### src/rtl/fnpll_pkg.sv
// Package: shared types, constants and widths of the fractional-N PLL register calculator.
`timescale 1ns / 1ps
package fnpll_pkg;

  // Frequency limits in kHz
  localparam int unsigned FreqMaxKhz = 4400000;
  localparam int unsigned FreqMinKhz = 35;
  localparam int unsigned FreqW      = 23;  // clamped frequency width
  localparam int unsigned ExpoW      = 5;   // divider exponent 1..16
  localparam int unsigned ExpoMax    = 16;
  localparam int unsigned NumW       = 24;  // f << expo stays below 2^24
  localparam int unsigned DenW       = 18;  // pfd * 1000 <= 255000
  localparam int unsigned NintW      = 14;
  localparam int unsigned ModW       = 16;

  // Serial divider widths
  localparam int unsigned DivDW   = 35;
  localparam int unsigned DivSW   = 19;
  localparam int unsigned DivCntW = 6;

  // Bit counts per division kind
  localparam logic [DivCntW-1:0] NumBits = DivCntW'(NumW);
  localparam logic [DivCntW-1:0] RndBits = DivCntW'(DivDW);
  localparam logic [DivCntW-1:0] GcdBits = DivCntW'(ModW);

  // Default depth of the queue between front and back
  localparam int unsigned FifoDepthDef = 2;

  // Configuration register indexes
  localparam logic [2:0] CfgPfd   = 3'd0;
  localparam logic [2:0] CfgMod   = 3'd1;
  localparam logic [2:0] CfgReg2  = 3'd2;
  localparam logic [2:0] CfgReg3  = 3'd3;
  localparam logic [2:0] CfgReg5  = 3'd4;

  // Configuration reset values
  localparam logic [7:0]  PfdRst  = 8'd25;
  localparam logic [15:0] ModRst  = 16'd25000;
  localparam logic [31:0] Reg2Rst = 32'h0000_4E42;
  localparam logic [31:0] Reg3Rst = 32'h0000_04B3;
  localparam logic [31:0] Reg5Rst = 32'h0058_0005;

  // Beat positions in send order
  localparam logic [2:0] BeatReg5 = 3'd0;
  localparam logic [2:0] BeatReg4 = 3'd1;
  localparam logic [2:0] BeatReg3 = 3'd2;
  localparam logic [2:0] BeatReg2 = 3'd3;
  localparam logic [2:0] BeatReg1 = 3'd4;
  localparam logic [2:0] BeatReg0 = 3'd5;

  // Fixed word parts
  localparam logic [31:0] Reg1Base = (32'd1 << 27) + (32'd1 << 15) + 32'd1;
  localparam logic [31:0] Reg4Base = (32'd1 << 23) + (32'd200 << 12) + (32'd1 << 5)
                                     + (32'd3 << 3) + 32'd4;

  typedef struct packed {
    logic [1:0]  channel;
    logic [23:0] freq_khz;
  } in_item_t;

  typedef struct packed {
    logic [1:0]  target_channel;
    logic [31:0] reg_word;
    logic        last_word;
  } out_item_t;

  typedef struct packed {
    logic [7:0]  pfd_mhz;
    logic [15:0] modulus_base;
    logic [31:0] reg2_word;
    logic [31:0] reg3_word;
    logic [31:0] reg5_word;
  } cfg_t;

  // Classified item handed from front to back
  typedef struct packed {
    logic [1:0]       channel;
    logic [FreqW-1:0] freq;
    logic [ExpoW-1:0] expo;
  } job_t;

  typedef struct packed {
    logic               start;
    logic [DivDW-1:0]   dividend;
    logic [DivSW-1:0]   divisor;
    logic [DivCntW-1:0] nbits;
  } div_req_t;

  typedef struct packed {
    logic             done;
    logic [DivDW-1:0] quot;
    logic [DivSW-1:0] rem;
  } div_rsp_t;

  typedef enum logic [3:0] {
    BK_IDLE,
    BK_NUM,
    BK_NUM_W,
    BK_MUL,
    BK_RND,
    BK_RND_W,
    BK_GCD,
    BK_GCD_W,
    BK_FRAC,
    BK_FRAC_W,
    BK_MOD,
    BK_MOD_W,
    BK_EMIT
  } bk_state_e;

endpackage

### src/rtl/fnpll_front.sv
// Front end: accept beats, clamp frequency, find divider exponent, queue jobs.
`timescale 1ns / 1ps
module fnpll_front #(
  parameter int unsigned FifoDepth = fnpll_pkg::FifoDepthDef
) (
  input  logic               clk_i,
  input  logic               rst_ni,
  input  logic               push,
  output logic               full,
  input  fnpll_pkg::in_item_t item_i,
  output logic               job_valid_o,
  input  logic               job_ready_i,
  output fnpll_pkg::job_t    job_o
);
  import fnpll_pkg::*;

  localparam int unsigned PtrW = (FifoDepth > 1) ? $clog2(FifoDepth) : 1;
  localparam int unsigned CntW = $clog2(FifoDepth + 1);
  localparam logic [PtrW-1:0] PtrLast = PtrW'(FifoDepth - 1);
  localparam logic [CntW-1:0] CntFull = CntW'(FifoDepth);

  logic [FreqW-1:0] freq_c;
  logic [ExpoW-1:0] expo_c;
  job_t             job_c;

  job_t            mem_q [FifoDepth];
  logic [PtrW-1:0] wr_ptr_q, wr_ptr_d, rd_ptr_q, rd_ptr_d;
  logic [CntW-1:0] cnt_q, cnt_d;
  logic            wr_en, rd_en;

  // Clamp to the legal range
  always_comb begin
    if (item_i.freq_khz > 24'(FreqMaxKhz)) begin
      freq_c = FreqW'(FreqMaxKhz);
    end else if (item_i.freq_khz < 24'(FreqMinKhz)) begin
      freq_c = FreqW'(FreqMinKhz);
    end else begin
      freq_c = item_i.freq_khz[FreqW-1:0];
    end
  end

  // Smallest exponent with f * 2^(i+1) above the maximum; lowest match wins
  always_comb begin
    logic [FreqW+ExpoMax:0] sh;
    expo_c = ExpoW'(ExpoMax);
    for (int i = ExpoMax; i >= 1; i--) begin
      sh = (FreqW+ExpoMax+1)'(freq_c) << (i + 1);
      if (sh > (FreqW+ExpoMax+1)'(FreqMaxKhz)) begin
        expo_c = ExpoW'(i);
      end
    end
  end

  always_comb begin
    job_c.channel = item_i.channel;
    job_c.freq    = freq_c;
    job_c.expo    = expo_c;
  end

  assign full        = (cnt_q == CntFull);
  assign job_valid_o = (cnt_q != '0);
  assign job_o       = mem_q[rd_ptr_q];
  assign wr_en       = push && !full;
  assign rd_en       = job_valid_o && job_ready_i;

  always_comb begin
    wr_ptr_d = wr_ptr_q;
    rd_ptr_d = rd_ptr_q;
    cnt_d    = cnt_q;
    if (wr_en) begin
      wr_ptr_d = (wr_ptr_q == PtrLast) ? '0 : wr_ptr_q + 1'b1;
    end
    if (rd_en) begin
      rd_ptr_d = (rd_ptr_q == PtrLast) ? '0 : rd_ptr_q + 1'b1;
    end
    if (wr_en && !rd_en) begin
      cnt_d = cnt_q + 1'b1;
    end else if (rd_en && !wr_en) begin
      cnt_d = cnt_q - 1'b1;
    end
  end

  always_ff @(posedge clk_i or negedge rst_ni) begin
    if (!rst_ni) begin
      wr_ptr_q <= '0;
      rd_ptr_q <= '0;
      cnt_q    <= '0;
    end else begin
      wr_ptr_q <= wr_ptr_d;
      rd_ptr_q <= rd_ptr_d;
      cnt_q    <= cnt_d;
    end
  end

  always_ff @(posedge clk_i) begin
    if (wr_en) begin
      mem_q[wr_ptr_q] <= job_c;
    end
  end

endmodule

### src/rtl/fnpll_div.sv
// Restoring serial divider, one quotient bit per cycle, selectable bit count.
`timescale 1ns / 1ps
module fnpll_div (
  input  logic                clk_i,
  input  logic                rst_ni,
  input  fnpll_pkg::div_req_t req_i,
  output fnpll_pkg::div_rsp_t rsp_o
);
  import fnpll_pkg::*;

  logic               busy_q, done_q;
  logic [DivCntW-1:0] cnt_q;
  logic [DivSW-1:0]   rem_q, rem_d;
  logic [DivSW-1:0]   dvs_q;
  logic [DivDW-1:0]   sh_q, sh_d;
  logic [DivSW:0]     trial;
  logic               ge;

  assign trial = {rem_q, sh_q[DivDW-1]};
  assign ge    = (trial >= {1'b0, dvs_q});

  always_comb begin
    rem_d = ge ? DivSW'(trial - {1'b0, dvs_q}) : trial[DivSW-1:0];
    sh_d  = {sh_q[DivDW-2:0], ge};
  end

  always_ff @(posedge clk_i or negedge rst_ni) begin
    if (!rst_ni) begin
      busy_q <= 1'b0;
      done_q <= 1'b0;
      cnt_q  <= '0;
    end else begin
      done_q <= 1'b0;
      if (req_i.start) begin
        busy_q <= 1'b1;
        cnt_q  <= req_i.nbits;
      end else if (busy_q) begin
        cnt_q <= cnt_q - 1'b1;
        if (cnt_q == DivCntW'(1)) begin
          busy_q <= 1'b0;
          done_q <= 1'b1;
        end
      end
    end
  end

  // Align the dividend so its top used bit enters first
  always_ff @(posedge clk_i) begin
    if (req_i.start) begin
      sh_q  <= req_i.dividend << (DivCntW'(DivDW) - req_i.nbits);
      rem_q <= '0;
      dvs_q <= req_i.divisor;
    end else if (busy_q) begin
      sh_q  <= sh_d;
      rem_q <= rem_d;
    end
  end

  assign rsp_o.done = done_q;
  assign rsp_o.quot = sh_q;
  assign rsp_o.rem  = rem_q;

endmodule

### src/rtl/fnpll_back.sv
// Back end: sequence divisions and Euclid steps, then send the six register words.
`timescale 1ns / 1ps
module fnpll_back (
  input  logic                 clk_i,
  input  logic                 rst_ni,
  input  fnpll_pkg::cfg_t      cfg_i,
  input  logic                 job_valid_i,
  output logic                 job_ready_o,
  input  fnpll_pkg::job_t      job_i,
  output fnpll_pkg::div_req_t  div_req_o,
  input  fnpll_pkg::div_rsp_t  div_rsp_i,
  output logic                 empty,
  input  logic                 pop,
  output fnpll_pkg::out_item_t result_o
);
  import fnpll_pkg::*;

  bk_state_e state_q, state_d;

  logic [1:0]       ch_q;
  logic [FreqW-1:0] freq_q;
  logic [ExpoW-1:0] expo_q;
  logic [NintW-1:0] nint_q;
  logic [DenW-1:0]  rem_q;
  logic [33:0]      prod_q;
  logic [ModW-1:0]  nfrac_q, a_q, b_q, frac_q, mod_q;
  logic [2:0]       beat_q;

  logic [7:0]       pfd_eff;
  logic [DenW-1:0]  den;
  logic [NumW-1:0]  num;
  logic [ModW-1:0]  div_q16, div_r16;
  logic [31:0]      w0, w1, w4;
  logic             beat_done;

  assign pfd_eff   = (cfg_i.pfd_mhz == '0) ? 8'd1 : cfg_i.pfd_mhz;
  assign den       = DenW'(pfd_eff) * DenW'(1000);
  assign num       = NumW'((NumW + ExpoMax)'(freq_q) << expo_q);
  assign div_q16   = div_rsp_i.quot[ModW-1:0];
  assign div_r16   = div_rsp_i.rem[ModW-1:0];
  assign beat_done = pop && !empty;

  // Next state
  always_comb begin
    state_d = state_q;
    unique case (state_q)
      BK_IDLE:   if (job_valid_i) state_d = BK_NUM;
      BK_NUM:    state_d = BK_NUM_W;
      BK_NUM_W:  if (div_rsp_i.done) state_d = BK_MUL;
      BK_MUL:    state_d = BK_RND;
      BK_RND:    state_d = BK_RND_W;
      BK_RND_W: begin
        if (div_rsp_i.done) begin
          state_d = (div_q16 == '0) ? BK_EMIT : BK_GCD;
        end
      end
      BK_GCD:    state_d = BK_GCD_W;
      BK_GCD_W: begin
        if (div_rsp_i.done) begin
          state_d = (div_r16 == '0) ? BK_FRAC : BK_GCD;
        end
      end
      BK_FRAC:   state_d = BK_FRAC_W;
      BK_FRAC_W: if (div_rsp_i.done) state_d = BK_MOD;
      BK_MOD:    state_d = BK_MOD_W;
      BK_MOD_W:  if (div_rsp_i.done) state_d = BK_EMIT;
      BK_EMIT:   if (beat_done && beat_q == BeatReg0) state_d = BK_IDLE;
      default:   state_d = BK_IDLE;
    endcase
  end

  // Outputs: divider requests and handshakes
  always_comb begin
    div_req_o   = '0;
    job_ready_o = 1'b0;
    empty       = 1'b1;
    unique case (state_q)
      BK_IDLE: job_ready_o = 1'b1;
      BK_NUM: begin
        div_req_o.start    = 1'b1;
        div_req_o.dividend = DivDW'(num);
        div_req_o.divisor  = DivSW'(den);
        div_req_o.nbits    = NumBits;
      end
      BK_RND: begin
        div_req_o.start    = 1'b1;
        div_req_o.dividend = DivDW'({prod_q, 1'b0}) + DivDW'(den);
        div_req_o.divisor  = {den, 1'b0};
        div_req_o.nbits    = RndBits;
      end
      BK_GCD: begin
        div_req_o.start    = 1'b1;
        div_req_o.dividend = DivDW'(a_q);
        div_req_o.divisor  = DivSW'(b_q);
        div_req_o.nbits    = GcdBits;
      end
      BK_FRAC: begin
        div_req_o.start    = 1'b1;
        div_req_o.dividend = DivDW'(nfrac_q);
        div_req_o.divisor  = DivSW'(b_q);
        div_req_o.nbits    = GcdBits;
      end
      BK_MOD: begin
        div_req_o.start    = 1'b1;
        div_req_o.dividend = DivDW'(cfg_i.modulus_base);
        div_req_o.divisor  = DivSW'(b_q);
        div_req_o.nbits    = GcdBits;
      end
      BK_EMIT: empty = 1'b0;
      default: ;
    endcase
  end

  always_ff @(posedge clk_i or negedge rst_ni) begin
    if (!rst_ni) begin
      state_q <= BK_IDLE;
      beat_q  <= BeatReg5;
    end else begin
      state_q <= state_d;
      if (state_q == BK_IDLE) begin
        beat_q <= BeatReg5;
      end else if (beat_done) begin
        beat_q <= beat_q + 1'b1;
      end
    end
  end

  // Datapath registers
  always_ff @(posedge clk_i) begin
    case (state_q)
      BK_IDLE: begin
        ch_q   <= job_i.channel;
        freq_q <= job_i.freq;
        expo_q <= job_i.expo;
      end
      BK_NUM_W: begin
        nint_q <= div_rsp_i.quot[NintW-1:0];
        rem_q  <= div_rsp_i.rem[DenW-1:0];
      end
      BK_MUL: prod_q <= 34'(cfg_i.modulus_base) * 34'(rem_q);
      BK_RND_W: begin
        nfrac_q <= div_q16;
        a_q     <= cfg_i.modulus_base;
        b_q     <= div_q16;
        frac_q  <= '0;
        mod_q   <= ModW'(2);
      end
      BK_GCD_W: begin
        if (div_rsp_i.done && div_r16 != '0) begin
          a_q <= b_q;
          b_q <= div_r16;
        end
      end
      BK_FRAC_W: frac_q <= div_q16;
      BK_MOD_W:  mod_q  <= (div_q16 == ModW'(1)) ? ModW'(2) : div_q16;
      default: ;
    endcase
  end

  assign w0 = (32'(nint_q) << 15) + (32'(frac_q) << 3);
  assign w1 = Reg1Base + (32'(mod_q) << 3);
  assign w4 = Reg4Base + (32'(expo_q) << 20);

  always_comb begin
    result_o.target_channel = ch_q;
    result_o.last_word      = (beat_q == BeatReg0);
    case (beat_q)
      BeatReg5: result_o.reg_word = cfg_i.reg5_word;
      BeatReg4: result_o.reg_word = w4;
      BeatReg3: result_o.reg_word = cfg_i.reg3_word;
      BeatReg2: result_o.reg_word = cfg_i.reg2_word;
      BeatReg1: result_o.reg_word = w1;
      default:  result_o.reg_word = w0;
    endcase
  end

endmodule

### src/rtl/frac_n_pll_register_calc_core.sv
// Top level: fractional-N PLL register word calculator with configuration registers.
//
//  channel   direction  handshake                  beat payload
//  -------   ---------  -------------------------  -------------------------------------
//  input     in         push / full                channel, freq_khz
//  result    out        empty / pop                target_channel, reg_word, last_word
//  config    in         cfg_valid_i / cfg_ready_o  cfg_index_i, cfg_data_i
//
// Each input beat yields six result beats, reg5 first and reg0 last. For each job the
// back end takes the job, divides for the integer part, multiplies and divides to round;
// a nonzero fraction adds the Euclid divisions and two more that reduce the fraction and
// the modulus. Then the six words are popped; a stalled pop holds the current word.
// The front queue takes input beats until full while the back end works or stalls.
// Reset loads the configuration defaults and empties the queue; no clearing pass.
`timescale 1ns / 1ps
module frac_n_pll_register_calc_core #(
  parameter int unsigned FifoDepth = fnpll_pkg::FifoDepthDef
) (
  input  logic                  clk_i,
  input  logic                  rst_ni,
  input  logic                  push,
  output logic                  full,
  input  fnpll_pkg::in_item_t   item_i,
  output logic                  empty,
  input  logic                  pop,
  output fnpll_pkg::out_item_t  result_o,
  input  logic                  cfg_valid_i,
  output logic                  cfg_ready_o,
  input  logic [2:0]            cfg_index_i,
  input  logic [31:0]           cfg_data_i
);
  import fnpll_pkg::*;

  cfg_t     cfg_q;
  logic     job_valid, job_ready;
  job_t     job;
  div_req_t div_req;
  div_rsp_t div_rsp;

  // Configuration writes are always taken; unknown indexes drop the beat
  assign cfg_ready_o = 1'b1;

  always_ff @(posedge clk_i or negedge rst_ni) begin
    if (!rst_ni) begin
      cfg_q.pfd_mhz      <= PfdRst;
      cfg_q.modulus_base <= ModRst;
      cfg_q.reg2_word    <= Reg2Rst;
      cfg_q.reg3_word    <= Reg3Rst;
      cfg_q.reg5_word    <= Reg5Rst;
    end else if (cfg_valid_i && cfg_ready_o) begin
      unique case (cfg_index_i)
        CfgPfd:  cfg_q.pfd_mhz      <= cfg_data_i[7:0];
        CfgMod:  cfg_q.modulus_base <= cfg_data_i[15:0];
        CfgReg2: cfg_q.reg2_word    <= cfg_data_i;
        CfgReg3: cfg_q.reg3_word    <= cfg_data_i;
        CfgReg5: cfg_q.reg5_word    <= cfg_data_i;
        default: ;
      endcase
    end
  end

  // Front: clamp, classify, queue
  fnpll_front #(
    .FifoDepth(FifoDepth)
  ) u_front (
    .clk_i      (clk_i),
    .rst_ni     (rst_ni),
    .push       (push),
    .full       (full),
    .item_i     (item_i),
    .job_valid_o(job_valid),
    .job_ready_i(job_ready),
    .job_o      (job)
  );

  // Shared divider for the integer part, rounding, Euclid and reduction
  fnpll_div u_div (
    .clk_i (clk_i),
    .rst_ni(rst_ni),
    .req_i (div_req),
    .rsp_o (div_rsp)
  );

  // Back: sequence the math and send the words
  fnpll_back u_back (
    .clk_i      (clk_i),
    .rst_ni     (rst_ni),
    .cfg_i      (cfg_q),
    .job_valid_i(job_valid),
    .job_ready_o(job_ready),
    .job_i      (job),
    .div_req_o  (div_req),
    .div_rsp_i  (div_rsp),
    .empty      (empty),
    .pop        (pop),
    .result_o   (result_o)
  );

  // After the final word leaves, the back end goes idle and the result channel goes empty
  a_last_then_empty: assert property (@(posedge clk_i) disable iff (!rst_ni)
    pop && !empty && result_o.last_word |=> empty)
    else $error("result offered right after the final word");

  // Queued jobs always carry a legal exponent
  a_expo_range: assert property (@(posedge clk_i) disable iff (!rst_ni)
    job_valid |-> (job.expo >= ExpoW'(1) && job.expo <= ExpoW'(ExpoMax)))
    else $error("divider exponent out of range");

  // A division never completes in the cycle after it starts
  a_div_latency: assert property (@(posedge clk_i) disable iff (!rst_ni)
    div_req.start |=> !div_rsp.done)
    else $error("divider finished too early");

  // Results are only offered when no division is under way at its start
  a_emit_idle_div: assert property (@(posedge clk_i) disable iff (!rst_ni)
    !empty |-> !div_req.start)
    else $error("division started while words are offered");

endmodule

### config.mk
export PLATFORM = sky130hd
export DESIGN_NAME = frac_n_pll_register_calc_core
export DESIGN_NICKNAME = d
export VERILOG_FILES = /design/src/rtl/fnpll_pkg.sv /design/src/rtl/fnpll_front.sv /design/src/rtl/fnpll_div.sv /design/src/rtl/fnpll_back.sv /design/src/rtl/frac_n_pll_register_calc_core.sv
export SDC_FILE = /design/constraint.sdc
export NUM_CORES = 2
export LEC_CHECK = 0
export BUFFER_PORTS_ARGS = -buffer_cell sky130_fd_sc_hd__buf_2
export CORE_MARGIN = 8
export CORE_UTILIZATION = 50
export CTS_BUF_LIST = sky130_fd_sc_hd__clkbuf_2 sky130_fd_sc_hd__clkbuf_4 sky130_fd_sc_hd__clkbuf_8
export CTS_CLUSTER_SIZE = 8
export DETAILED_ROUTE_END_ITERATION = 12
export PLACE_DENSITY = 0.69
export SYNTH_ARGS = -nofsm -noshare
export SYNTH_HDL_FRONTEND = slang
export SYNTH_SLANG_ARGS = --single-unit
### constraint.sdc
create_clock -name clk_i -period 6.2 [get_ports clk_i]
set_input_delay 1.24 -clock clk_i [delete_from_list [all_inputs] [get_ports clk_i]]
set_output_delay 1.24 -clock clk_i [all_outputs]
set_load 0.03 [all_outputs]
==> flow_summary.ini <==
[drt]
first_pass_iters = 7
ant_nets = 0
drt_iter0_markers = 2307
remaining_drc_errors = 0
vias = 26000
vias_per_cell = 5.78
post_drt_wl_per_cell_um = 20.6
drt-total-wl_um = 92900

[worst_hold_path]
hold_class = flip-flop to flip-flop

[worst_setup_path]
cp-start-kind = flip-flop
crit_top_cell = fa_1
slowest_delay_ns = 0.54
cp-end-kind = flip-flop
path_max_fanout = 5
crit_family = adder cells
path_class = flip-flop to flip-flop
worstPathArrival_ns = 6.66
worstPathRequired_ns = 6.61
path_buf_inv = 3
crit_slowest_cell = dfstp_2

[cts]
cts_tree = done
cts_buffer_depth = 3
cts_buffers = 79
cts_root_buffer = clkbuf_8
clkSinkCount = 448
htree_levels = 3
hold_buffers = 0
clock_latency_ns = 0.68
clk_pin_slew_worst_paths_ns = 0.07

[logic_synthesis]
avgSynthCellArea_um2 = 10.3
synth_area_leader_cell = edfxtp_1
yosysSeqAreaShare_pct = 37.2
post-synth-top-count-cell = nand2_1
yosys-top-cells-count = nand2_1, inv_1, edfxtp_1, fa_1, ha_1
synth_area_um2 = 33900
synth_top_cell_area_share_pct = 25.7
synth_edf_count = 290
synthFlopType = edfxtp_1
syn_inst = 3276
synth_warnings = 0
ys_types = 94
synth-seq-cells = 448
synthArstFlopShare_pct = 31.0
syn_nets = 3783
ys_top_cells_by_area = edfxtp_1, fa_1, dfrtp_1, ha_1, mux2_2

[timing]
setup-violations-final = 6
fin_ws_ns = -0.0468
clock.fmax_mhz = 160
min_period_ns = 6.25
rsz0062_at_grt = true
hold_violations = 0
fin_skew_ns = 0.0416
tightest_slew_ns = 1.20
slew_viol_final = 0
tns_ns = -0.131
finalCritPeriodShare_pct = 101
holdWs_ns = 0.503
slew_headroom_pct = 20.0

[global_routing]
grt_pass1_vias = 26500
antenna_found_initial = 2
grt_pass1_wl_um = 149000
grt_max_degree = 101
grt_use_total_pct = 24.1
overflow = 0

[status]
outcome = complete, but fails checks
violations = negative setup slack

[layout]
postLayoutCellArea_um2 = 39600
syn_to_final_growth_pct = 16.9
drive_above_1_share_pct = 25.1
nNetsFinal = 4070

[placed_design]
place_area_um2 = 36800
dp_hpwl_um = 69400
post-place-ws_ns = -0.256
place_congestion = 0.952
io_buffer_count = 102

[floorplan]
core_area_um2 = 67200
fp-row-count = 95
die-height_um = 276
die_area_um2 = 76300
start_util_pct = 50.4
die_w_um = 276
io_pins = 104

[flow_run]
maxCapViolations = 0
## cells in the final DEF (no fill, tap or decap), types with 46 or more instances in the layout
master    netlist  layout
and2_1        177     177
clkbuf_8        2      89
inv_1         357     328
mux2i_1        46      46
ha_1          196     167
dfrtp_1       113     110
nand2_1       414     402
o21ai_0        98      82
nor2_1        158     151
buf_4           4     243
xnor2_1        75      72
edfxtp_1      290     290
fa_1          245     236
mux2_2        158     158
buf_2           8     101
a21oi_1       138     120
## layout make-up
cell class                 count  area, um^2
antenna                        3        7.51
clock buffer                 121        1470
clock inverter                22         161
fill                        5567       27600
inverter                     359        1360
multi-input combinational   2302       20200
sequential                   448       12600
tap                          873        1090
timing repair buffer         373        2720
## per-layer routing
layer  GRT usage [%]  vias up  share of wire (%)
li1                -    11900                  -
met1            32.2    12900                 41
met2            39.4     1003                 47
met3            4.34      217                7.8
met4            8.46        0                3.6
met5               0        -                  0
## state kept, by name, summed over array words and instances (netlist names), 5 cells and up
name	cells
u_div.rem_q	19
u_back.frac_q	16
u_div.dvs_q	19
u_back.prod_q	34
cfg_q	120
u_back.nint_q	14
u_back.mod_q	16
u_back.a_q	16
u_back.b_q	16
u_front.mem_q	60
u_div.sh_q	35
u_back.freq_q	23
u_back.nfrac_q	16
u_back.expo_q	5
u_back.rem_q	18
u_div.cnt_q	6
## final timing paths
kind	from	to	slack, ns	cells past startpoint
setup / recovery	cfg_q[115]$_DFFE_PN1P_	u_div.sh_q[28]$_DFFE_PP_	-0.05	26
hold / removal	cfg_q[6]$_DFFE_PN0P_	cfg_q[6]$_DFFE_PN0P_	0.50	1
setup reg to reg	cfg_q[115]$_DFFE_PN1P_	u_div.sh_q[28]$_DFFE_PP_	-0.05	26
hold reg to reg	cfg_q[6]$_DFFE_PN0P_	cfg_q[6]$_DFFE_PN0P_	0.50	1
max in group asynchronous	rst_ni	cfg_q[111]$_DFFE_PN0P_	4.34	2
min in group asynchronous	rst_ni	cfg_q[63]$_DFFE_PN0P_	0.67	1
## metrics by stage
step | std cells | utilization [%]
6_report | 4501 | 58.9
3_5_place_dp | 4313 | 54.7
3_3_place_gp | 4313 | 54.7
4_1_cts | 4474 | 57.8
5_1_grt | 4499 | 58.9
2_1_floorplan | 3276 | -
## cells by family (layout without fill, tap and decap cells)
family / Yosys count / after routing / share of synthesized area, %
compound gates: 538 / 538 / 10.7
xor+xnor: 106 / 106 / 2.74
fa+ha+maj: 441 / 441 / 21.7
buf+inv: 526 / 875 / 6.11
flops: 448 / 448 / 37.2
mux: 214 / 214 / 7.28
other cells: 1 / 4 / 0.0111
simple gates: 1002 / 1002 / 14.3
## repair_timing
item                       CTS  global route
setup buffers               19            24
gates resized for setup     58           140
pin swaps                   48           116
setup endpoints to repair   24            31
Power is left out: the tool's default activity adds up to more than one toggle a clock period on the data nets, which glitch-free logic cannot reach.
